### config.mk
export PLATFORM = sky130hd
export DESIGN_NAME = rsb_seq_flat
export DESIGN_NICKNAME = d
export VERILOG_FILES = /design/src/rtl/rsb_pkg.sv /design/src/rtl/rsb_ifs.sv /design/src/rtl/rsb_seq.sv /design/src/flat_wrapper.sv
export SDC_FILE = /design/constraint.sdc
export NUM_CORES = 1
export LEC_CHECK = 0
export ABC_AREA = 1
export ABC_CLOCK_PERIOD_IN_PS = 9350
export CAP_MARGIN = 20
export CORE_MARGIN = 10
export CORE_UTILIZATION = 45
export DETAILED_ROUTE_END_ITERATION = 7
export DONT_BUFFER_PORTS = 1
export SLEW_MARGIN = 20
export SYNTH_ARGS = -nofsm -noshare
export SYNTH_HDL_FRONTEND = slang
export SYNTH_SLANG_ARGS = --single-unit
### constraint.sdc
create_clock -name clk -period 9.35 [get_ports clk]
set_input_delay 0.4675 -clock clk [delete_from_list [all_inputs] [get_ports clk]]
set_output_delay 0.4675 -clock clk [all_outputs]
set_load 0.02 [all_outputs]
### src/rtl/rsb_pkg.sv
// Shared types and constants for the run-length sprite blitter.
// No dependencies; imported by the sequencer, the output stage, the top level and the testbench.
package rsb_pkg;

	// Fixed widths and table sizes of the pixel format.
	localparam int PIXEL_BITS      = 16;
	localparam int PALETTE_ENTRIES = 256;
	localparam int PAL_AW          = 8;
	localparam int SHADE_ENTRIES_DEFAULT = 65536;

	localparam logic [15:0] PITCH_RESET  = 16'd1280;
	localparam logic [7:0]  SHADOW_PIXEL = 8'd254;

	// Item operation codes.
	typedef enum logic [1:0] {
		OP_START      = 2'd0,
		OP_BYTE       = 2'd1,
		OP_LOAD_PAL   = 2'd2,
		OP_LOAD_SHADE = 2'd3
	} op_t;

	// Result status codes.
	typedef enum logic [1:0] {
		ST_OK        = 2'd0,
		ST_REJECT    = 2'd1,
		ST_IDLE_BYTE = 2'd2
	} status_t;

	// Result of one item before the color lookup is resolved.
	typedef struct packed {
		logic          we;
		logic          shadow;
		logic [31:0]   woff;
		logic [31:0]   next_off;
		logic          done;
		status_t       status;
	} res_t;

endpackage

### src/rtl/rsb_ifs.sv
// Valid/ready channel interfaces for sprite items and pixel results.
// Depends on nothing; used by the top level and its submodules.
interface rsb_in_if;
	logic               valid;
	logic               ready;
	logic [1:0]         operation;
	logic [7:0]         src_byte;
	logic signed [15:0] coord_x;
	logic signed [15:0] coord_y;
	logic signed [15:0] offset_x;
	logic signed [15:0] offset_y;
	logic [15:0]        height;
	logic [15:0]        ref_depth;
	logic [15:0]        dest_pixel;
	logic [15:0]        depth_at_cursor;
	logic [15:0]        table_index;
	logic [15:0]        table_value;

	modport source (output valid, operation, src_byte, coord_x, coord_y, offset_x, offset_y,
		height, ref_depth, dest_pixel, depth_at_cursor, table_index, table_value,
		input ready);
	modport sink (input valid, operation, src_byte, coord_x, coord_y, offset_x, offset_y,
		height, ref_depth, dest_pixel, depth_at_cursor, table_index, table_value,
		output ready);
endinterface


### src/rtl/rsb_seq.sv
// Stream sequencer: cursor, row and run state, item decode and the first stage.
// Depends on rsb_pkg and the input channel interface in rsb_ifs.sv.
module rsb_seq
	import rsb_pkg::*;
(
	input  logic        clk,
	input  logic        arst_n,
	input  logic        cfg_we,
	input  logic [15:0] cfg_wdata,
	rsb_in_if.sink      in_ch,
	input  logic        s1_take,
	output logic        accept,
	output res_t        res_s1,
	output logic        valid_s1
);

	logic [31:0] cursor_q, cursor_d;
	logic [31:0] row_start_q, row_start_d;
	logic [15:0] rows_left_q, rows_left_d;
	logic [6:0]  run_left_q, run_left_d;
	logic        row_flag_q, row_flag_d;
	logic        active_q, active_d;
	logic [15:0] pitch_q;

	logic signed [16:0] tx;
	logic signed [16:0] ty;
	logic [31:0]        start_off;
	res_t               res;
	op_t                op;

	// The first stage takes a new item whenever it is empty or its current one moves on.
	assign in_ch.ready = !valid_s1 || s1_take;
	assign accept      = in_ch.valid && in_ch.ready;
	assign op          = op_t'(in_ch.operation);

	// Origin of a new sprite and its byte offset in the destination.
	assign tx = 17'(in_ch.coord_x) + 17'(in_ch.offset_x);
	assign ty = 17'(in_ch.coord_y) + 17'(in_ch.offset_y);
	assign start_off = ({16'd0, pitch_q} * {16'd0, ty[15:0]}) + {15'd0, tx[15:0], 1'b0};

	// Next-state and result decode for one item.
	always_comb begin
		cursor_d    = cursor_q;
		row_start_d = row_start_q;
		rows_left_d = rows_left_q;
		run_left_d  = run_left_q;
		row_flag_d  = row_flag_q;
		active_d    = active_q;
		res.we      = 1'b0;
		res.shadow  = 1'b0;
		res.woff    = cursor_q;
		res.done    = 1'b0;
		res.status  = ST_OK;
		case (op)
			OP_START: begin
				if (tx[16] || ty[16]) begin
					res.status = ST_REJECT;
					active_d   = 1'b0;
					run_left_d = '0;
				end else begin
					cursor_d    = start_off;
					row_start_d = start_off;
					rows_left_d = in_ch.height;
					run_left_d  = '0;
					row_flag_d  = ty[0];
					active_d    = 1'b1;
				end
				res.woff = cursor_d;
			end
			OP_BYTE: begin
				if (!active_q) begin
					res.status = ST_IDLE_BYTE;
				end else if (run_left_q != '0) begin
					// Literal pixel: depth test now, color lookup in the next stage.
					if (in_ch.src_byte == SHADOW_PIXEL) begin
						res.shadow = 1'b1;
						res.we     = in_ch.depth_at_cursor < in_ch.ref_depth;
					end else begin
						res.we = (in_ch.depth_at_cursor <= in_ch.ref_depth) ||
							(row_flag_q == cursor_q[1]);
					end
					cursor_d   = cursor_q + 32'd2;
					run_left_d = run_left_q - 7'd1;
				end else if (in_ch.src_byte == 8'd0) begin
					// Row end: step to the next row and flip the checkerboard phase.
					row_start_d = row_start_q + {16'd0, pitch_q};
					cursor_d    = row_start_d;
					row_flag_d  = !row_flag_q;
					rows_left_d = rows_left_q - 16'd1;
					if (rows_left_q == 16'd1) begin
						res.done = 1'b1;
						active_d = 1'b0;
					end
				end else if (in_ch.src_byte[7]) begin
					cursor_d = cursor_q + {24'd0, in_ch.src_byte[6:0], 1'b0};
				end else begin
					run_left_d = in_ch.src_byte[6:0];
				end
			end
			default: begin
			end
		endcase
		res.next_off = cursor_d;
	end

	// Sprite state, pitch register and the first pipeline stage.
	always_ff @(posedge clk or negedge arst_n) begin
		if (!arst_n) begin
			cursor_q    <= '0;
			row_start_q <= '0;
			rows_left_q <= '0;
			run_left_q  <= '0;
			row_flag_q  <= 1'b0;
			active_q    <= 1'b0;
			pitch_q     <= PITCH_RESET;
			valid_s1    <= 1'b0;
		end else begin
			if (cfg_we) begin
				pitch_q <= cfg_wdata;
			end
			if (accept) begin
				cursor_q    <= cursor_d;
				row_start_q <= row_start_d;
				rows_left_q <= rows_left_d;
				run_left_q  <= run_left_d;
				row_flag_q  <= row_flag_d;
				active_q    <= active_d;
			end
			if (accept) begin
				valid_s1 <= 1'b1;
			end else if (s1_take) begin
				valid_s1 <= 1'b0;
			end
		end
	end

	// Payload of the first stage.
	always_ff @(posedge clk) begin
		if (accept) begin
			res_s1 <= res;
		end
	end

	// A held stage keeps its result until the output stage takes it.
	a_s1_hold: assert property (@(posedge clk) disable iff (!arst_n)
		valid_s1 && !s1_take |=> valid_s1 && $stable(res_s1))
		else $error("first stage changed while held");

	// The last row end leaves the block idle.
	a_done_idle: assert property (@(posedge clk) disable iff (!arst_n)
		accept && res.done |=> !active_q)
		else $error("block still active after sprite end");

	// Rejected or idle items never write a pixel.
	a_status_no_write: assert property (@(posedge clk) disable iff (!arst_n)
		valid_s1 && (res_s1.status != ST_OK) |-> !res_s1.we)
		else $error("write enabled on a non-ok item");

endmodule

### src/flat_wrapper.sv
// flat-port wrapper written by rule: the top's interface ports become plain ports
module rsb_seq_flat import rsb_pkg::*;
  (clk, arst_n, cfg_we, cfg_wdata, s1_take, accept, res_s1, valid_s1, in_ch_valid, in_ch_operation, in_ch_src_byte, in_ch_coord_x, in_ch_coord_y, in_ch_offset_x, in_ch_offset_y, in_ch_height, in_ch_ref_depth, in_ch_dest_pixel, in_ch_depth_at_cursor, in_ch_table_index, in_ch_table_value, in_ch_ready);
  rsb_in_if in_ch_i ();
  input  logic clk;
  input  logic arst_n;
  input  logic cfg_we;
  input  logic [15:0] cfg_wdata;
  input  logic s1_take;
  output logic accept;
  output res_t res_s1;
  output logic valid_s1;
  input wire logic [$bits(in_ch_i.valid)-1:0] in_ch_valid;
  input wire logic [$bits(in_ch_i.operation)-1:0] in_ch_operation;
  input wire logic [$bits(in_ch_i.src_byte)-1:0] in_ch_src_byte;
  input wire logic [$bits(in_ch_i.coord_x)-1:0] in_ch_coord_x;
  input wire logic [$bits(in_ch_i.coord_y)-1:0] in_ch_coord_y;
  input wire logic [$bits(in_ch_i.offset_x)-1:0] in_ch_offset_x;
  input wire logic [$bits(in_ch_i.offset_y)-1:0] in_ch_offset_y;
  input wire logic [$bits(in_ch_i.height)-1:0] in_ch_height;
  input wire logic [$bits(in_ch_i.ref_depth)-1:0] in_ch_ref_depth;
  input wire logic [$bits(in_ch_i.dest_pixel)-1:0] in_ch_dest_pixel;
  input wire logic [$bits(in_ch_i.depth_at_cursor)-1:0] in_ch_depth_at_cursor;
  input wire logic [$bits(in_ch_i.table_index)-1:0] in_ch_table_index;
  input wire logic [$bits(in_ch_i.table_value)-1:0] in_ch_table_value;
  output wire logic [$bits(in_ch_i.ready)-1:0] in_ch_ready;
  assign in_ch_i.valid = in_ch_valid;
  assign in_ch_i.operation = in_ch_operation;
  assign in_ch_i.src_byte = in_ch_src_byte;
  assign in_ch_i.coord_x = in_ch_coord_x;
  assign in_ch_i.coord_y = in_ch_coord_y;
  assign in_ch_i.offset_x = in_ch_offset_x;
  assign in_ch_i.offset_y = in_ch_offset_y;
  assign in_ch_i.height = in_ch_height;
  assign in_ch_i.ref_depth = in_ch_ref_depth;
  assign in_ch_i.dest_pixel = in_ch_dest_pixel;
  assign in_ch_i.depth_at_cursor = in_ch_depth_at_cursor;
  assign in_ch_i.table_index = in_ch_table_index;
  assign in_ch_i.table_value = in_ch_table_value;
  assign in_ch_ready = in_ch_i.ready;
  rsb_seq u_core (.clk(clk), .arst_n(arst_n), .cfg_we(cfg_we), .cfg_wdata(cfg_wdata), .in_ch(in_ch_i), .s1_take(s1_take), .accept(accept), .res_s1(res_s1), .valid_s1(valid_s1));
endmodule
# --- Word level (Yosys, flattened, before mapping) ---
# Cells that the tools add are included.
totals:
  reg_bits: 175
  out_inout_bits: 72
op_classes:
  add_sub_neg: 8
  mul: 1
  magnitude_cmp: 2
  eq_ne: 10
  mux: 41
  n_bitwise: 3
  reduce_logical: 16
ops:
  columns: ["op", "n"]
  rows:
  - ["two-way mux 32 bit", 10]
  - ["case mux 32 bit (2 select lines)", 2]
  - ["two-way mux 16 bit", 4]
  - ["adder 16 x 16 -> 17 bit", 2]
  - ["adder 32 x 16 -> 32 bit", 1]
  - ["adder 32 x 17 -> 32 bit", 1]
  - ["adder 32 x 2 -> 32 bit (second input constant)", 1]
  - ["adder 32 x 8 -> 32 bit", 1]
  - ["multiplier 16 x 16 -> 32 bit", 1]
  - ["case mux 16 bit (2 select lines)", 1]
  - ["two-way mux 7 bit", 4]
  - ["equality test 16 x 1 -> 1 bit (second input constant)", 1]
  - ["less-or-equal comparator 16 bit", 1]
  - ["less-than comparator 16 bit", 1]
  - ["subtractor 16 x 1 -> 16 bit (second input constant)", 1]
  - ["two-way mux 1 bit", 15]
  - ["case mux 7 bit (2 select lines)", 1]
  - ["equality test 8 bit (second input constant)", 1]
  - ["logical NOT 8 bit", 1]
  - ["nonzero test 7 bit", 1]
  - ["subtractor 7 x 1 -> 7 bit (second input constant)", 1]
  - ["inequality test 3 x 2 -> 1 bit (second input constant)", 2]
  - ["AND reduction 6 bit", 1]
  - ["AND reduction 5 bit", 1]
  - ["other kinds (16)", 25]

# --- Longest topological paths before layout ---
logic_depth:
  ltp_word: 6
  depth_mapped: 40
  depth_no_buf: 40

# --- Worst setup path before layout ---
# OpenSTA, ideal clock, no wires.
synth_timing:
  kind: "input -> register"
  from: "input in_ch_offset_y[0]"
  to: "register u_core.res_s1[19] (netlist name)"
  arrival_ns: 6.746
  t_required_ns: 9.096
  path_slack_ns: 2.350
  path_stages: 32
  cell_sequence: "ha_1 -> inv_1 -> fa_1 -> inv_1 -> nand2_1 -> a21oi_4 -> a31o_2 -> xor2_1 -> nand2_1 -> fa_1 -> inv_1 -> fa_1 -> inv_1 -> fa_1 -> inv_1 -> fa_1 -> fa_1 -> inv_1 -> fa_1 -> inv_1 -> ha_1 -> nand2_1 -> nor2_1 -> inv_1 -> nor3_1 -> nand2_1 -> nand2_1 -> xnor2_1 -> nand2_1 -> nand3_1 -> nand3_1 -> o21a_1"
synth_via:
  elab_chain_len: 5
  word_cells_on_any_way: 6
  cone_classes: "add/sub: 2; mul: 1; mux: 2; reduce/logical: 1"
synth_rtl:
  columns: ["item", "line", "rtl"]
  rows:
  - ["from (decl)", "flat_wrapper.sv:19", "input wire logic [$bits(in_ch_i.offset_y)-1:0] in_ch_offset_y;"]
  - ["adder 16 x 16 -> 17 bit *", "rsb_seq.sv:38", "assign ty = 17'(in_ch.coord_y) + 17'(in_ch.offset_y);"]
  - ["multiplier 16 x 16 -> 32 bit", "rsb_seq.sv:39", "assign start_off = ({16'd0, pitch_q} * {16'd0, ty[15:0]}) + {15'd0, tx[15:0], 1'b0};"]
  - ["adder 32 x 17 -> 32 bit", "rsb_seq.sv:39", null]
  - ["two-way mux 32 bit *", "rsb_seq.sv:56", "if (tx[16] || ty[16]) begin"]
  - ["case mux 32 bit (2 select lines) *", "rsb_seq.sv:54", "case (op)"]
  - ["via u_core.cursor_d[16]", "rsb_seq.sv:17", "logic [31:0] cursor_q, cursor_d;"]
# The timed path passes the listed nets; every way through them passes the cells marked *.
# A chain may end at the register's enable or synchronous reset.

# --- Worst setup path in the final report ---
layout_timing:
  from: "input in_ch_offset_y[0]"
  to: "register u_core.res_s1[25] (netlist name)"
layout_via:
  elab_chain_len: 5
  word_cells_on_any_way: 6
  cone_classes: "add/sub: 2; mul: 1; mux: 2; reduce/logical: 1"
layout_rtl:
  columns: ["item", "line"]
  rows:
  - ["adder 16 x 16 -> 17 bit *", "rsb_seq.sv:38"]
  - ["multiplier 16 x 16 -> 32 bit", "rsb_seq.sv:39"]
  - ["adder 32 x 17 -> 32 bit", "rsb_seq.sv:39"]
  - ["two-way mux 32 bit *", "rsb_seq.sv:56"]
  - ["case mux 32 bit (2 select lines) *", "rsb_seq.sv:54"]
  - ["via u_core.cursor_d[22]", "rsb_seq.sv:17"]
# Marks and branches as above.

==> results.py <==
metrics = {
    "drt": {
        "vias_per_cell": 5.47,
        "drt_wl_total_um": 79600,
        "initialDrtViolationCount": 1720,
        "ant_nets": 0,
        "vias": 21877,
        "wl_per_cell_um": 19.9,
        "drc": 0,
        "firstDrtPassIters": 6,
    },
    "finish": {
        "final_cells": 3999,
        "drive_gt1_frac": 0.0380,
        "antenna_cells": 0,
        "syn_to_final_growth_pct": 4.86,
        "fin_nets": 3891,
        "fill_cells": 5247,
    },
    "floorplanning": {
        "start_util": 0.458,
        "die-width_um": 249,
        "core_area_um2": 51600,
        "rows": 83,
        "fp.dieH_um": 249,
        "dieArea_um2": 62000,
        "io_pins": 263,
    },
    "placement": {
        "gp_congestion": 0.964,
        "dpl_worst_slack_ns": 1.29,
        "placed_cells_incl_taps": 3964,
        "dp_hpwl_um": 63600,
        "portBuffers": 0,
    },
    "yosys": {
        "yosys-top-cells-area": "fa_1, nand2_1, dfrtp_1",
        "ys.flop_type": "dfrtp_1",
        "syn_area_um2": 23600,
        "synth_cells": 3366,
        "synth-seq-cells": 175,
        "synth_fp_nets": 3951,
        "ys_seq_area_frac": 0.200,
        "synthArstFlopShare": 0.606,
        "ys_warn_count": 0,
        "netlist_top_cells_count": "nand2_1, inv_1, nor2_1",
        "yosysMostFrequentCell": "nand2_1",
        "synth_edf_count": 69,
        "synth_top_area_cell": "fa_1",
        "ys_types": 57,
        "synth_area_per_cell_um2": 7.02,
        "synth_top_area_share": 0.181,
    },
    "job": {
        "cap_violations": 0,
    },
    "global_route": {
        "grt_remaining_overflow": 0,
        "grt_pass1_vias": 22342,
        "grt_max_degree": 107,
        "grt_pass1_wl_um": 125000,
        "antenna_found_initial": 1,
        "grt_usage": 0.254,
    },
    "clocking": {
        "cts_buffer_depth": 2,
        "cts_buffers": 17,
        "cts_repair_resize_count": 0,
        "cts_tree": "done",
        "clk_pin_slew_ns": 0.10,
        "htreeDepth": 4,
        "insertion_delay_ns": 0.52,
        "cts_root_buffer": "clkbuf_16",
        "cts_sinks": 175,
    },
    "critical_path": {
        "arrival_ns": 7.91,
        "critPathMaxStageDelay_ns": 0.54,
        "cp_common_cell": "nand2_1",
        "startpoint_type": "input port",
        "path_max_fanout": 10,
        "worstPathRequired_ns": 9.59,
        "end_kind": "flip-flop",
        "path_class": "in -> reg",
        "slowest_stage": "fa_1",
    },
    "timing": {
        "rsz0062_at_grt": "no",
        "setup_slack_ns": 1.68,
        "period_needed_ns": 7.67,
        "tns_ns": 0,
        "drv_slew": 0,
        "fin_crit_sh": 0.820,
        "tightest_slew_ns": 1.11,
        "final-setup-viol-count": 0,
        "slew_headroom": 0.260,
        "fmax_mhz": 130,
        "hold_viol_final": 0,
        "finClkSkew_ns": 0.0288,
    },
    "worst_hold_path": {
        "hold_class": "in -> reg",
    },
    "status": {
        "status": "completed",
    },
}
critical path, delay by kind of cell:
family / cells / cell delay [ns]
AND/OR/NAND/NOR: 14 / 2.31
buffers and inverters: 7 / 0.85
adder cells (fa/ha/maj): 9 / 3.81
AO/OA/AOI/OAI: 3 / 0.45
state kept, by name, summed over array words and instances, names as in the netlist:
signal              count
u_core.rows_left_q     16
u_core.cursor_q        32
u_core.row_start_q     32
u_core.res_s1          69
u_core.run_left_q       7
u_core.valid_s1         1
u_core.pitch_q         16
u_core.row_flag_q       1
u_core.active_q         1
worst paths after layout:
path	start	endpoint	slack (ns)	cells after the start
max	in_ch_offset_y[0]	u_core.res_s1[25]	1.68	33
min	cfg_we	u_core.pitch_q[15]	0.04	1
max reg2reg	u_core.pitch_q[1]	u_core.res_s1[19]	1.98	23
min reg2reg	u_core.row_start_q[0]	u_core.row_start_q[0]	0.50	2
max in group asynchronous	arst_n	u_core.rows_left_q[6]	8.26	2
min in group asynchronous	arst_n	u_core.run_left_q[6]	0.58	2
routing by layer:
layer / vias up / GRT usage / wire length, µm
met5: - / 0 / 13
met4: 2 / 0.104 / 3100
met3: 171 / 0.0396 / 5050
met2: 787 / 0.441 / 38800
met1: 10493 / 0.309 / 32600
li1: 10424 / - / -
cell type report:
type	instances	area [µm²]	share of cell area
tap	680	851	0.0344
sequential	175	4730	0.191
inverter	603	2280	0.0920
multi-input combinational	2490	16200	0.653
clock inverter	14	143	0.00576
clock buffer	18	439	0.0177
timing repair buffer	19	168	0.00677
what timing repair did:
action | 4_1_cts | 5_1_grt
hold endpoints to repair | 108 | 0
setup buffers | 0 | 0
hold buffers | 3 | 0
cells by family (layout without fill, tap and decap cells):
| group | count (synthesis) | after routing | synth area share |
|---|---|---|---|
| simple gates | 1644 | 1644 | 0.290 |
| buf+inv | 701 | 654 | 0.116 |
| fa+ha+maj | 394 | 394 | 0.277 |
| compound gates | 379 | 379 | 0.0895 |
| flops | 175 | 175 | 0.200 |
| xor+xnor | 73 | 73 | 0.0271 |
stage by stage:
step	cell area, µm²	utilization	hold slack [ns]
floorplan	23600	-	0.172
global placement	24100	0.468	0.176
detailed placement	24100	0.468	0.177
CTS	24800	0.480	0.0183
global route	24800	0.480	0.0426
finish	24800	0.480	0.0435
cells in the final DEF (no fill, tap or decap), types with 6 or more instances in the layout:
master and n:
clkbuf_16 17, o21ai_1 21, a31oi_1 12, fa_1 214, nor4_1 8, clkinv_1 12, inv_1 583, nand4_1 33
nor2_1 278, ha_1 180, edfxtp_1 69, nand2_1 983, o22ai_1 7, or2_2 17, a21oi_1 125, o21bai_1 11
o211ai_1 13, nor2_2 6, inv_6 7, nand3b_1 12, xnor2_1 26, nand2_2 10, nor3_1 29, o21ai_2 17
dfrtp_1 104, nand3_1 249, xor2_1 47, o21ai_0 152, buf_4 16
Power is not shown: default switching activity piles up to over one toggle a cycle in this logic, so the estimate is an artifact.
