$ cat src/rtl/rsb_pkg.sv
// Shared types and constants for the run-length sprite blitter.
// No dependencies; imported by the sequencer, the output stage, the top level and the testbench.
package rsb_pkg;

	// Fixed widths and table sizes of the pixel format.
	localparam int PIXEL_BITS      = 16;
	localparam int PALETTE_ENTRIES = 256;
	localparam int PAL_AW          = 8;
	localparam int SHADE_ENTRIES_DEFAULT = 65536;

	localparam logic [15:0] PITCH_RESET  = 16'd1280;
	localparam logic [7:0]  SHADOW_PIXEL = 8'd254;

	// Item operation codes.
	typedef enum logic [1:0] {
		OP_START      = 2'd0,
		OP_BYTE       = 2'd1,
		OP_LOAD_PAL   = 2'd2,
		OP_LOAD_SHADE = 2'd3
	} op_t;

	// Result status codes.
	typedef enum logic [1:0] {
		ST_OK        = 2'd0,
		ST_REJECT    = 2'd1,
		ST_IDLE_BYTE = 2'd2
	} status_t;

	// Result of one item before the color lookup is resolved.
	typedef struct packed {
		logic          we;
		logic          shadow;
		logic [31:0]   woff;
		logic [31:0]   next_off;
		logic          done;
		status_t       status;
	} res_t;

endpackage

$ cat src/rtl/rsb_ifs.sv


interface rsb_out_if;
	logic        valid;
	logic        ready;
	logic        write_enable;
	logic [31:0] write_offset;
	logic [15:0] write_value;
	logic [31:0] next_offset;
	logic        sprite_done;
	logic [1:0]  status;

	modport source (output valid, write_enable, write_offset, write_value, next_offset,
		sprite_done, status, input ready);
	modport sink (input valid, write_enable, write_offset, write_value, next_offset,
		sprite_done, status, output ready);
endinterface

$ cat src/rtl/rsb_out.sv
// Output stage: resolves the color from the table read data and holds the result.
// Depends on rsb_pkg and the result interface in rsb_ifs.sv.
module rsb_out
	import rsb_pkg::*;
(
	input  logic                  clk,
	input  logic                  arst_n,
	input  logic                  valid_s1,
	input  res_t                  res_s1,
	input  logic [PIXEL_BITS-1:0] pal_rdata,
	input  logic [PIXEL_BITS-1:0] shade_rdata,
	output logic                  s1_take,
	rsb_out_if.source             out_ch
);

	logic                  valid_q;
	logic                  we_q;
	logic [31:0]           woff_q;
	logic [PIXEL_BITS-1:0] wval_q;
	logic [31:0]           next_q;
	logic                  done_q;
	logic [1:0]            status_q;
	logic [PIXEL_BITS-1:0] color;

	// The output register is free when empty or when its result is taken.
	assign s1_take = !valid_q || out_ch.ready;

	// Color from the table selected by the pixel kind; zero when not written.
	always_comb begin
		color = '0;
		if (res_s1.we) begin
			color = res_s1.shadow ? shade_rdata : pal_rdata;
		end
	end

	// Output valid flag.
	always_ff @(posedge clk or negedge arst_n) begin
		if (!arst_n) begin
			valid_q <= 1'b0;
		end else if (s1_take) begin
			valid_q <= valid_s1;
		end
	end

	// Output payload.
	always_ff @(posedge clk) begin
		if (s1_take && valid_s1) begin
			we_q     <= res_s1.we;
			woff_q   <= res_s1.woff;
			wval_q   <= color;
			next_q   <= res_s1.next_off;
			done_q   <= res_s1.done;
			status_q <= res_s1.status;
		end
	end

	assign out_ch.valid        = valid_q;
	assign out_ch.write_enable = we_q;
	assign out_ch.write_offset = woff_q;
	assign out_ch.write_value  = wval_q;
	assign out_ch.next_offset  = next_q;
	assign out_ch.sprite_done  = done_q;
	assign out_ch.status       = status_q;

	// A written pixel always advances the cursor by one pixel.
	a_write_step: assert property (@(posedge clk) disable iff (!arst_n)
		valid_q && we_q |-> next_q == woff_q + 32'd2)
		else $error("cursor did not step after a pixel write");

endmodule

$ cat src/flat_wrapper.sv
// flat-port wrapper written by rule: the top's interface ports become plain ports
module rsb_out_flat import rsb_pkg::*;
  (clk, arst_n, valid_s1, res_s1, pal_rdata, shade_rdata, s1_take, out_ch_valid, out_ch_write_enable, out_ch_write_offset, out_ch_write_value, out_ch_next_offset, out_ch_sprite_done, out_ch_status, out_ch_ready);
  rsb_out_if out_ch_i ();
  input  logic clk;
  input  logic arst_n;
  input  logic valid_s1;
  input  res_t res_s1;
  input  logic [PIXEL_BITS-1:0] pal_rdata;
  input  logic [PIXEL_BITS-1:0] shade_rdata;
  output logic s1_take;
  output wire logic [$bits(out_ch_i.valid)-1:0] out_ch_valid;
  output wire logic [$bits(out_ch_i.write_enable)-1:0] out_ch_write_enable;
  output wire logic [$bits(out_ch_i.write_offset)-1:0] out_ch_write_offset;
  output wire logic [$bits(out_ch_i.write_value)-1:0] out_ch_write_value;
  output wire logic [$bits(out_ch_i.next_offset)-1:0] out_ch_next_offset;
  output wire logic [$bits(out_ch_i.sprite_done)-1:0] out_ch_sprite_done;
  output wire logic [$bits(out_ch_i.status)-1:0] out_ch_status;
  input wire logic [$bits(out_ch_i.ready)-1:0] out_ch_ready;
  assign out_ch_valid = out_ch_i.valid;
  assign out_ch_write_enable = out_ch_i.write_enable;
  assign out_ch_write_offset = out_ch_i.write_offset;
  assign out_ch_write_value = out_ch_i.write_value;
  assign out_ch_next_offset = out_ch_i.next_offset;
  assign out_ch_sprite_done = out_ch_i.sprite_done;
  assign out_ch_status = out_ch_i.status;
  assign out_ch_i.ready = out_ch_ready;
  rsb_out u_core (.clk(clk), .arst_n(arst_n), .valid_s1(valid_s1), .res_s1(res_s1), .pal_rdata(pal_rdata), .shade_rdata(shade_rdata), .s1_take(s1_take), .out_ch(out_ch_i));
endmodule
$ cat config.mk
export PLATFORM = sky130hd
export DESIGN_NAME = rsb_out_flat
export DESIGN_NICKNAME = d
export VERILOG_FILES = /design/src/rtl/rsb_pkg.sv /design/src/rtl/rsb_ifs.sv /design/src/rtl/rsb_out.sv /design/src/flat_wrapper.sv
export SDC_FILE = /design/constraint.sdc
export NUM_CORES = 1
export LEC_CHECK = 0
export ABC_AREA = 1
export BUFFER_PORTS_ARGS = -buffer_cell sky130_fd_sc_hd__clkbuf_2
export CAP_MARGIN = 20
export CELL_PAD_IN_SITES_DETAIL_PLACEMENT = 1
export CELL_PAD_IN_SITES_GLOBAL_PLACEMENT = 2
export CORE_MARGIN = 4
export CORE_UTILIZATION = 25
export CTS_BUF_LIST = sky130_fd_sc_hd__clkbuf_8
export DETAILED_ROUTE_END_ITERATION = 12
export GPL_ROUTABILITY_DRIVEN = 0
export PLACE_DENSITY_LB_ADDON = 0.1
export SLEW_MARGIN = 20
export SYNTH_ARGS = -nofsm -noshare
export SYNTH_HDL_FRONTEND = slang
export SYNTH_SLANG_ARGS = --single-unit
$ cat constraint.sdc
create_clock -name clk -period 14.4 [get_ports clk]
set_input_delay 0.72 -clock clk [delete_from_list [all_inputs] [get_ports clk]]
set_output_delay 0.72 -clock clk [all_outputs]
set_load 0.005 [all_outputs]
=== Word-level counts from Yosys, hierarchy flattened ===
Index checks and enable logic that the tools add are counted.
W data, S select, Z words.

* Word-level logic and storage cells: 11
* Bits of input ports: 105
* Output and inout port bits: 86
* Bits in registers: 85

* Reductions and logical operators: 3
* Multiplexer cells: 1

{| class="wikitable"
|+ Operators by type and width
! cell !! count
|-
| $mux W16 || 1
|-
| $logic_and A1 B1 Y1 || 1
|-
| $logic_not A1 Y1 || 1
|-
| $logic_or A1 B1 Y1 || 1
|}

=== Depth between registers and ports, before layout ===
Gate-level depths: netlist of the first run.

* Depth after elaboration: 3
* Mapped depth: 4
* Depth with buffers taken out: 4

=== Least setup slack after synthesis of the first run ===
Ideal clock, no wire load.

* Path type: in2reg
* From: input valid_s1
* To: register u_core.next_q[0] (netlist: u_core.out_ch.next_offset[0]) (enable)
* Arrival time: 4.824 ns
* Setup slack: 9.022 ns
* Required time: 13.846 ns
* Cell stages on the path: 2
* Buffers on the path: 0
* Library setup time: 0.554 ns
* Cell sequence: inv_1 a21oi_1

* Word-level cells in the longest chain between the ends: 1

{| class="wikitable"
|+ Ends and longest elaborated chain
! element !! line !! source
|-
| from (decl) || flat_wrapper.sv:7 || <nowiki>input logic valid_s1;</nowiki>
|-
| $logic_and A1 B1 Y1 || rsb_out.sv:47 || <nowiki>if (s1_take && valid_s1) begin</nowiki>
|-
| to (signal assigned) || rsb_out.sv:51 || <nowiki>next_q <= res_s1.next_off;</nowiki>
|-
| to (decl) || rsb_out.sv:20 || <nowiki>logic [31:0] next_q;</nowiki>
|}

Every way passes these cells.
A chain may end at the register's enable or synchronous reset.

=== Worst setup path in the final report of the first run ===
* From: input out_ch_ready
* To: output s1_take

* Word-level cells in the longest chain between the ends: 1

{| class="wikitable"
|+ Ends and longest elaborated chain
! element !! line !! source
|-
| from (decl) || flat_wrapper.sv:19 || <nowiki>input wire logic [$bits(out_ch_i.ready)-1:0] out_ch_ready;</nowiki>
|-
| $logic_or A1 B1 Y1 || rsb_out.sv:26 || <nowiki>assign s1_take = !valid_q || out_ch.ready;</nowiki>
|-
| to (decl) || flat_wrapper.sv:11 || <nowiki>output logic s1_take;</nowiki>
|}

Every way passes these cells.

==> out/qor.tcl, run 1 <==
set qor(design.die.area_sq_um) 13500
set qor(first_global_vias) 2106
set qor(setup_total_negative_slack_ns) 0
set qor(starting_density_pct) 25.6
set qor(yosys.cell_types.count) 10
set qor(detail_route.drc_violations) 0
set qor(detailedRoute.firstPassIterationCount) 4
set qor(port_buffers) 190
set qor(num_io_pins) 191
set qor(finalHoldWorstSlack_ns) 0.131
set qor(chipHeight_um) 116
set qor(share_seq_of_total_power_pct) 56.1
set qor(1st_iter_drt_viols) 134
set qor(critPathKind) {in2out}
set qor(wl_per_cell_um) 15.3
set qor(synth-warning-count) 0
set qor(fmax_mhz) 553
set qor(worst_slew_margin_rel_pct) 60.1
set qor(final_critical_path_setup_slack_ns) 12.59
set qor(antenna_found_initial) 0
set qor(final.min_clock_period_ns) 1.81
set qor(cts_hold_repair.buffers) 0
set qor(syn-mean-instance-area_sq_um) 16.7
set qor(cts_root_buf) {sky130_fd_sc_hd__clkbuf_8}
set qor(drive_above_1_share_pct) 55.8
set qor(worst_ep_required_time_ns) 13.68
set qor(grt_remaining_overflow) 0
set qor(power.leakage_nw) 1.99
set qor(ctsLongestPathBuffers) 2
set qor(cts-buffers-inserted) 9
set qor(layout-area-overhead-vs-synth_pct) 46.0
set qor(run_status) {complete, no violations}
set qor(place.detailed.hpwl_um) 6170
set qor(tritoncts) {done}
set qor(synthesis.instances) 175
set qor(cap_viol_max_count) 0
set qor(mostFrequentLayoutCell) {sky130_fd_sc_hd__clkbuf_2}
set qor(finalSetupViolations) 0
set qor(maxSlewViolCount) 0
set qor(arrival_ns) 1.09
set qor(final_min_period_over_clock_period_pct) 12.5
set qor(post-cts-setup-buffers) 0
set qor(worst_pin_slew_ns) 0.598
set qor(fp.dieW_um) 116
set qor(power.switching_fraction_pct) 21.7
set qor(timing.hold.worst.class) {in2async}
set qor(p_per_area_nw_per_um2) 122
set qor(clock_insertion_delay_worst_skew_ns) 0.36
set qor(timing.critical_path.from_type) {input port}
set qor(grt_first_pass_wirelength_um) 11500
set qor(route.antenna.remaining_nets) 0
set qor(p_sw_uw) 113
set qor(final.fill_count) 1272
set qor(power_report.internal_total_uw) 408
set qor(design.final.nets) 478
set qor(worst_clock_skew_ns) 0.00746
set qor(synth.ff_latch_count) 85
set qor(via_count) 2046
set qor(num_rows) 39
set qor(clk_transition_reported_paths_ns) 0.08
set qor(tritoncts_num_sinks) 85
set qor(core_footprint_sq_um) 11400
set qor(syn-num-nets) 280
set qor(peakVddDrop_uv) 42.6
set qor(h-tree-depth) 3
set qor(postCtsResizedCells) 0
set qor(combinationalPowerShare_pct) 8.7
set qor(wl_um) 7970
set qor(detailedPlace.worstSlack_ns) 12.15
set qor(detail_route.vias_per_cell) 3.93
set qor(final_hold_viol_count) 0
set qor(timing.critical_path.fanout_max) 2
set qor(synth_area_sq_um) 2920
set qor(antenna_cells_inserted) 0
set qor(synth-seq-area-share_pct) 87.2
set qor(p_clk_share_pct) 35.2
set qor(worstSetupEndpointType) {output pin}
set qor(rsz0062_at_grt) {no}
set qor(grt_usage_pct) 11.7
set qor(commonest_cells_after_routing_fill_and_taps_aside) {sky130_fd_sc_hd__clkbuf_2 (190), sky130_fd_sc_hd__edfxtp_1 (84), sky130_fd_sc_hd__nand2_1 (34)}
set qor(grt_max_degree) 85
==> cells in the mapped netlist (all sizes together) <==
master / instances / area [sq um]
inv: 18 / 67.6
nand2: 34 / 128
dfrtp: 1 / 25.0
clkbuf: 1 / 5.00
nor2: 32 / 128
buf: 4 / 41.3
edfxtp: 84 / 2520
a21oi: 1 / 5.00
==> final timing paths <==
check,to,slack [ns],cells past startpoint,startpoint
max in group asynchronous,u_core.out_ch.valid,14.18,1,arst_n
max reg2reg,u_core.out_ch.write_offset[17],12.81,3,u_core.out_ch.valid
max,s1_take,12.59,4,out_ch_ready
min,u_core.out_ch.valid,0.13,1,arst_n
min reg2reg,u_core.out_ch.valid,0.62,2,u_core.out_ch.valid
min in group clk,u_core.out_ch.write_offset[29],0.53,1,res_s1[64]
==> metal layers <==
layer / vias to the layer above / part of all wire [%] / track usage [%]
met5: - / 0 / 0
met4: 0 / 3.0 / 7.58
met3: 16 / 10 / 3.52
met2: 112 / 52 / 20.0
met1: 929 / 35 / 12.5
li1: 989 / - / -
==> cell type report <==
| cell class | count | area, sq um | share of cell area, % |
|---|---|---|---|
| clock buffer | 9 | 124 | 2.90 |
| clock inverter | 7 | 90.1 | 2.11 |
| inverter | 18 | 67.6 | 1.58 |
| multi-input combinational | 67 | 272 | 6.37 |
| sequential | 85 | 2550 | 59.7 |
| tap | 143 | 179 | 4.19 |
| timing repair buffer | 192 | 986 | 23.1 |
==> power groups by stage <==
stage / registers, mW / clock network (mW) / logic [mW]
finish: 0.292 / 0.183 / 0.0451
global route: 0.294 / 0.200 / 0.0513
CTS: 0.293 / 0.191 / 0.0456
detailed placement: 0.299 / 0 / 0.0455
global placement: 0.298 / 0 / 0.0447
floorplan: 0.302 / 0 / 0.0122
==> through the flow <==
stage	instances	util, %	total power, mW	area [sq um]
detailed placement	504	35.2	0.344	4020
floorplan	175	-	0.314	2920
global placement	504	35.2	0.343	4020
finish	521	37.4	0.521	4270
global route	521	37.4	0.546	4270
CTS	520	37.1	0.529	4240
==> critical path: stages <==
cell and delay, ns:
sky130_fd_sc_hd__clkbuf_2 0.08, sky130_fd_sc_hd__inv_1 0.10, sky130_fd_sc_hd__nand2_1 0.08, sky130_fd_sc_hd__clkbuf_2 0.11
==> state kept, by name (all words and copies together) (netlist names) <==
register / count
u_core.out_ch.next_offset: 32
u_core.out_ch.write_offset: 32
u_core.out_ch.write_value: 16
u_core.out_ch.status: 2
u_core.out_ch.sprite_done: 1
u_core.out_ch.valid: 1
u_core.out_ch.write_enable: 1
==> cell families after synthesis <==
group                  count (synthesis)  synth area share, %
flip-flops                            85                 87.2
AND/OR/NAND/NOR                       66                 8.74
buffers and inverters                 23                 3.90
AO/OA/AOI/OAI                          1                0.171
No activity file was read; power rests on OpenSTA's default activity.
==> run 2: changes to the inputs <==
==> constraint.sdc (replaced) <==
create_clock -name clk -period 1.9 [get_ports clk]
set_input_delay 0.095 -clock clk [delete_from_list [all_inputs] [get_ports clk]]
set_output_delay 0.095 -clock clk [all_outputs]
set_load 0.005 [all_outputs]
==> out/qor.tcl, run 2 (synthesis results as in run 1) <==
set qor(worst_clock_skew_ns) 0.00716 ;# -0.000298 ns
set qor(antenna_found_initial) 1 ;# +1
set qor(arrival_ns) 1.40 ;# +0.31 ns
set qor(run_status) {complete, no violations}
set qor(drive_above_1_share_pct) 46.4 ;# -9.4 points
set qor(worstSetupEndpointType) {register}
set qor(placement.cell_area_sq_um) 4040 ;# +0.31%
set qor(layout-area-overhead-vs-synth_pct) 67.3
set qor(mostFrequentLayoutCell) {sky130_fd_sc_hd__clkbuf_2}
set qor(postLayoutCellArea_sq_um) 4890 ;# +15%
set qor(port_buffers) 190 ;# unchanged
set qor(tritoncts) {done}
set qor(clock_insertion_delay_worst_skew_ns) 0.34 ;# -0.02 ns
set qor(finalSetupViolations) 0 ;# unchanged
set qor(worst_r2r_startpoint) {u_core.out_ch.valid}
set qor(wl_per_cell_um) 14.8 ;# -3.4%
set qor(wl_um) 8720 ;# +9.4%
set qor(fp.dieW_um) 116 ;# unchanged
set qor(grt_first_pass_wirelength_um) 12700 ;# +10%
set qor(timing.critical_path.fanout_max) 84 ;# +82
set qor(fin_util_pct) 42.8 ;# +5.4 points
set qor(design.final.nets) 546 ;# +14%
set qor(path_cells) {a21oi_4 > buf_12}
set qor(cts_root_buf) {sky130_fd_sc_hd__clkbuf_8}
set qor(detail_route.drc_violations) 0 ;# unchanged
set qor(grt_max_degree) 85 ;# unchanged
set qor(final.min_clock_period_ns) 1.41
set qor(peakVddDrop_uv) 373 ;# +770%
set qor(critical-path-slowest-cell) {sky130_fd_sc_hd__dfrtp_1}
set qor(power.leakage_nw) 2.25 ;# +13%
set qor(maxSlewViolCount) 0 ;# unchanged
set qor(cpPeakStageDelay_ns) 0.43 ;# +0.32 ns
set qor(place.detailed.hpwl_um) 6240 ;# +1.0%
set qor(via_count) 2345 ;# +15%
set qor(post_layout_nonfiller_instances) 590 ;# +13%
set qor(postCtsResizedCells) 0 ;# unchanged
set qor(p_per_area_nw_per_um2) 766 ;# +530%
set qor(core_footprint_sq_um) 11400 ;# unchanged
set qor(rrSetupSlack_ns) 0.49 ;# -12.32 ns
set qor(starting_density_pct) 25.6 ;# unchanged
set qor(cts-buffers-inserted) 9 ;# unchanged
set qor(final_hold_viol_count) 0 ;# unchanged
set qor(cap_viol_max_count) 0 ;# unchanged
set qor(timing.hold.worst.class) {in2reg}
set qor(grt_remaining_overflow) 0 ;# unchanged
set qor(clk_transition_reported_paths_ns) 0.08 ;# about the same
set qor(ctsLongestPathBuffers) 2 ;# unchanged
set qor(detailedRoute.firstPassIterationCount) 4 ;# unchanged
set qor(rsz0062_at_grt) {no}
set qor(first_global_vias) 2450 ;# +16%
set qor(p_clk_share_pct) 28.6 ;# -6.6 points
set qor(worst_slew_margin_rel_pct) 59.9 ;# -0.22 points
set qor(final_critical_path_setup_slack_ns) 0.492 ;# -12.10 ns
set qor(design.die.area_sq_um) 13500 ;# unchanged
set qor(num_rows) 39 ;# unchanged
set qor(1st_iter_drt_viols) 133 ;# -0.75%
set qor(h-tree-depth) 3 ;# unchanged
set qor(worst_ep_required_time_ns) 1.89 ;# -11.79 ns
set qor(share_seq_of_total_power_pct) 59.2 ;# +3.1 points
set qor(setup_total_negative_slack_ns) 0 ;# unchanged
set qor(grt_usage_pct) 12.6 ;# +0.98 points
set qor(commonest_cells_after_routing_fill_and_taps_aside) {sky130_fd_sc_hd__clkbuf_2 (190), sky130_fd_sc_hd__edfxtp_1 (84), sky130_fd_sc_hd__dlygate4sd3_1 (69)}
set qor(p_sw_uw) 845 ;# +650%
set qor(post-cts-setup-buffers) 0 ;# unchanged
set qor(totalPowerFinal_mw) 3.74 ;# +620%
set qor(num_io_pins) 191 ;# unchanged
set qor(crit_end) {u_core.out_ch.write_value[2]}
set qor(detailedPlace.worstSlack_ns) 0.519 ;# -11.63 ns
set qor(power.switching_fraction_pct) 22.6 ;# +0.89 points
set qor(power_report.internal_total_mw) 2.90 ;# +610%
set qor(number_of_cells_traversed_by_the_worst_register_to_register_path) 2 ;# -1
set qor(dp_cells) 504 ;# unchanged
set qor(combinationalPowerShare_pct) 12.3 ;# +3.6 points
set qor(worst_pin_slew_ns) 0.601 ;# +0.00337 ns
set qor(route.antenna.remaining_nets) 0 ;# unchanged
set qor(fmax_mhz) 710
set qor(final.fill_count) 1266 ;# -0.47%
set qor(tritoncts_num_sinks) 85 ;# unchanged
set qor(critPathLaunch) {u_core.out_ch.valid}
set qor(detail_route.vias_per_cell) 3.97 ;# +1.2%
set qor(finalHoldWorstSlack_ns) 0.0471 ;# -0.0837 ns
set qor(chipHeight_um) 116 ;# unchanged
set qor(timing.critical_path.from_type) {register}
set qor(regToRegEndpoint) {u_core.out_ch.write_value[2]}
set qor(final_min_period_over_clock_period_pct) 74.1
set qor(critPathKind) {reg2reg}
-- run 2: cell count changes in the layout (fill, tap and decap cells not counted), sizes merged --
cell	change
clkinvlp	-1
diode	+1
dlygate4sd3	+69
buf	-1
bufinv	-2
clkinv	+4
inv	-1
-- run 2: worst min-delay path by stage --
| stage | from | endpoint | slack, ns | cells past startpoint |
|---|---|---|---|---|
| finish | pal_rdata[7] | u_core.out_ch.write_value[7] | 0.05 | 3 |
| floorplan | arst_n | u_core.out_ch.valid | -0.20 | 0 |
| global placement | arst_n | u_core.out_ch.valid | -0.13 | 1 |
| CTS | arst_n | u_core.out_ch.valid | 0.03 | 2 |
| detailed placement | arst_n | u_core.out_ch.valid | -0.13 | 1 |
| global route | pal_rdata[3] | u_core.out_ch.write_value[3] | 0.03 | 3 |
-- run 2: timing repair --
action                                  4_1_cts  5_1_grt
hold buffers                                 69        0
endpoints found under the hold margin        69        0
endpoints found under the setup margin        0        0
-- run 2: worst max-delay path, delay by kind of cell, from the launching register on --
kind / cells / cell delay, ns
flops: 1 / 0.43
buf+inv: 1 / 0.37
compound gates: 1 / 0.18
-- run 2: power by group through the flow --
stage	Clock [mW]	Sequential, mW	Combinational [mW]
2_1_floorplan	0	2.28	0.0948
3_3_place_gp	0	2.26	0.347
3_5_place_dp	0	2.26	0.353
4_1_cts	1.13	2.22	0.473
5_1_grt	1.22	2.23	0.512
6_report	1.07	2.22	0.460
-- run 2: cell type report --
class	count	area [sq um]	share of cell area, %
clock buffer	9	124	2.53
tap	143	179	3.66
timing repair buffer	260	1660	34.0
multi-input combinational	67	272	5.56
antenna	1	2.50	0.0512
sequential	85	2550	52.1
clock inverter	7	33.8	0.691
inverter	18	67.6	1.38
-- run 2: per-layer routing --
metal,wire length (um),vias up,global-route usage [%]
met4,219,0,5.96
li1,-,1126,-
met2,4230,120,21.0
met3,919,16,5.03
met1,3350,1083,14.3
met5,0,-,0
